<file path="config.mk">
export PLATFORM = sky130hd
export DESIGN_NAME = btot_cross_sign
export DESIGN_NICKNAME = d
export VERILOG_FILES = /design/src/design/btot_pkg.sv /design/src/design/btot_cross_sign.sv
export SDC_FILE = /design/constraint.sdc
export NUM_CORES = 2
export LEC_CHECK = 0
export BUFFER_PORTS_ARGS = -buffer_cell sky130_fd_sc_hd__buf_2
export CAP_MARGIN = 10
export CORE_MARGIN = 5
export CORE_UTILIZATION = 55
export DETAILED_ROUTE_END_ITERATION = 10
export PLACE_DENSITY = 0.8
export RECOVER_POWER = 100
export SETUP_SLACK_MARGIN = 0.3
export SYNTH_ARGS = -nofsm -noshare
export SYNTH_HDL_FRONTEND = slang
export SYNTH_SLANG_ARGS = --single-unit
</file>
<file path="constraint.sdc">
create_clock -name clk -period 8.5 [get_ports clk]
set_clock_uncertainty 0.1 [all_clocks]
set_input_delay 0.85 -clock clk [delete_from_list [all_inputs] [get_ports clk]]
set_output_delay 0.85 -clock clk [all_outputs]
set_load 0.1 [all_outputs]
</file>
<file path="src/design/btot_pkg.sv">
`timescale 1ns / 1ps
package btot_pkg;
  typedef struct packed {
    logic neg;
    logic zero;
  } sgn_t;
endpackage

</file>
<file path="src/design/btot_cross_sign.sv">
`timescale 1ns / 1ps
// sign of a*b - c*d: registered products, then combinational difference and sign
module btot_cross_sign
  import btot_pkg::*;
#(
  parameter int W = 18
) (
  input  logic                clk,
  input  logic                en,
  input  logic signed [W-1:0] a,
  input  logic signed [W-1:0] b,
  input  logic signed [W-1:0] c,
  input  logic signed [W-1:0] d,
  output sgn_t                sgn
);
  logic signed [2*W-1:0] p_r, q_r;
  logic signed [2*W:0]   diff;

  assign diff = {p_r[2*W-1], p_r} - {q_r[2*W-1], q_r};
  assign sgn.neg  = diff[2*W];
  assign sgn.zero = (diff == '0);

  always_ff @(posedge clk) begin
    if (en) begin
      p_r <= a * b;
      q_r <= c * d;
    end
  end
endmodule

</file>
==> results.yml <==
place:
  port_buffers: 75
  dp_hpwl_um: 50510
  routabilityCongestion: 0.9482
cells_and_area:
  syn_to_final_growth_pct: 3.869
  layout_common_cells: "778 x inv_1, 659 x fa_1, 338 x nand2_1, 323 x and2_1, 222 x ha_1"
  layout_commonest_cell: "inv_1"
  drive_above_1_share_pct: 3.229
  diodes: 0
  fin_nets: 4047
detailed_routing:
  detail-route-antenna-nets: 0
  drtIter0Drc: 1356
  wire_per_inst_um: 15.99
  vias: 20380
  drc: 0
  viasPerCell: 5.397
  wirelength_um: 60410
  drt_pass1_iterations: 5
synthesis:
  async_reset_ff_share_pct: 0
  yosys.area_share.simple_pct: 16.09
  ys_seq_elements: 72
  synth-compound-area-share_pct: 6.065
  syn_area_per_cell_um2: 9.216
  syn-num-nets: 4064
  synth-xor-area-share_pct: 2.568
  synth_top_cell_by_area: "fa_1"
  synth.area.top_cells: "fa_1 46%, inv_1 10%, ha_1 9.7%"
  ys_seq_area_share_pct: 7.546
  synth_cell_types: 75
  synthAdderAreaFrac_pct: 55.74
  syn_inst: 3109
  synth_top_family_by_area: "adder cells"
  syn_area_um2: 28650
  synth.top_cell.area_share_pct: 46.04
  synthMuxAreaShare_pct: 0.3930
  ys.flop_type: "edfxtp_1"
  synth_edf_count: 72
  yosys_warnings: 0
floorplan:
  dieArea_um2: 56760
  initial_utilization_pct: 55.63
  rows: 83
  io_pins: 76
  coreArea_um2: 51510
  dieHeight_um: 238.3
  fp.dieW_um: 238.3
timing:
  tns_ns: 0
  hold_violations: 0
  period_needed_ns: 7.387
  drv_slew: 73
  max_freq_mhz: 135.4
  max_slew_margin_pct: -164.0
  setup_viol_count_final: 0
  rsz0062_at_grt: "false"
  tightest_slew_ns: 3.959
  period_share_pct: 86.90
worst_setup_path:
  path_common_cell: "fa_1"
  slowest_stage: "fa_1"
  required_ns: 8.48
  crit_family: "adder cells"
  startpoint_type: "input pin"
  cp.arrival_ns: 7.37
  path_buf_inv: 4
  max_stage_delay_ns: 0.88
  end_kind: "flip-flop"
  worstPathCellList: "clkbuf_1, nand2_1, fa_1, inv_1, fa_1, fa_1, fa_1, fa_1, inv_1, fa_1, inv_1, ha_1, a21oi_1, o21ai_0, a21oi_1, nor2b_1, nor2_1, nand3_1, o21ai_0, o21ai_0, xor2_1"
  worstPathMaxFanout: 18
  crit_type: "in -> reg"
  crit_path_start: "b[3]"
clock_tree:
  htreeDepth: 3
  post_cts_buffers: 0
  cts_tree: "yes"
  cts_root_buffer: "clkbuf_16"
  cts_sinks: 72
  cts_buffers: 9
  cts.clk_slew.worst_paths_ns: 0.06
  hold_buffers: 0
  clock_path_buffers: 2
  ctsResizeCount: 0
min_path:
  hold_path.class: "in -> reg"
  worstHoldStart: "c[0]"
status:
  failed_checks: "max-capacitance violations, max-slew violations"
  status: "complete, but fails checks"
job:
  drv_cap: 1
global_routing:
  antenna_found_initial: 0
  grt_pass1_wl_um: 104400
  grt.total_usage_pct: 22.30
  grt_max_degree: 73
  grt_pass1_vias: 21750
  grt_overflow: 0
## cell type report
cell class / instances / area, um^2
clock inverters: 6 / 60.06
flip-flops and latches: 72 / 2162
clock buffers: 10 / 229.0
inverters: 778 / 2920
multi-input cells: 2155 / 23170
well taps: 680 / 850.8
fillers: 4463 / 21750
repair buffers: 76 / 372.9
## synth_stat cells, types with 5 or more instances
| cell | n |
|---|---|
| inv_1 | 778 |
| nand4_1 | 10 |
| nor2b_1 | 19 |
| nor3_1 | 16 |
| fa_1 | 659 |
| and3_1 | 10 |
| or3_1 | 11 |
| a21o_1 | 31 |
| a211o_1 | 5 |
| o211ai_1 | 9 |
| mux2i_1 | 9 |
| nor4_1 | 5 |
| nand2b_1 | 22 |
| and2_1 | 332 |
| o21bai_1 | 10 |
| ha_1 | 222 |
| edfxtp_1 | 72 |
| nor2_1 | 104 |
| xor2_1 | 23 |
| a211oi_1 | 5 |
| xnor2_1 | 61 |
| o21ai_0 | 48 |
| o21a_1 | 18 |
| a31oi_1 | 11 |
| a21oi_1 | 78 |
| nand3_1 | 20 |
| clkbuf_1 | 98 |
| nand2_1 | 338 |
## through the flow
step	hold WS (ns)	instances	utilization (%)	setup WS, ns	cell area [um^2]
6_report	1.016	3777	57.78	1.113	29760
5_1_grt	1.042	3777	57.78	0.6438	29760
4_1_cts	1.012	3777	57.80	1.497	29770
3_5_place_dp	1.365	3761	57.24	1.176	29480
3_3_place_gp	1.343	3761	57.24	1.283	29480
2_1_floorplan	0.8625	3109	-	1.613	28650
## logic make-up (layout without fill, tap and decap cells)
logic type / count (synthesis) / after routing
AND/OR/NAND/NOR: 913 / 913
buffers and inverters: 882 / 870
multiplexers: 11 / 11
AO/OA/AOI/OAI: 266 / 266
adder cells (fa/ha/maj): 881 / 881
flip-flops: 72 / 72
XOR/XNOR: 84 / 84
## path summary, 6_finish.rpt
check | end | cells after the start
setup / recovery | p_r[34] | 21
hold / removal | q_r[0] | 2
## flip-flops by register name (all words and copies together) (netlist names)
| name | count |
|---|---|
| p_r | 36 |
| q_r | 36 |
## layer usage
layer / global-route usage, % / vias up / part of all wire [%]
li1: - / 9259 / -
met1: 29.07 / 10300 / 39
met2: 38.72 / 648 / 51
met3: 2.693 / 173 / 5.7
met4: 8.052 / 0 / 4.2
met5: 0 / - / 0
Power is left out: the tool's default activity adds up to more than one toggle a clock period on the data nets, which glitch-free logic cannot reach.
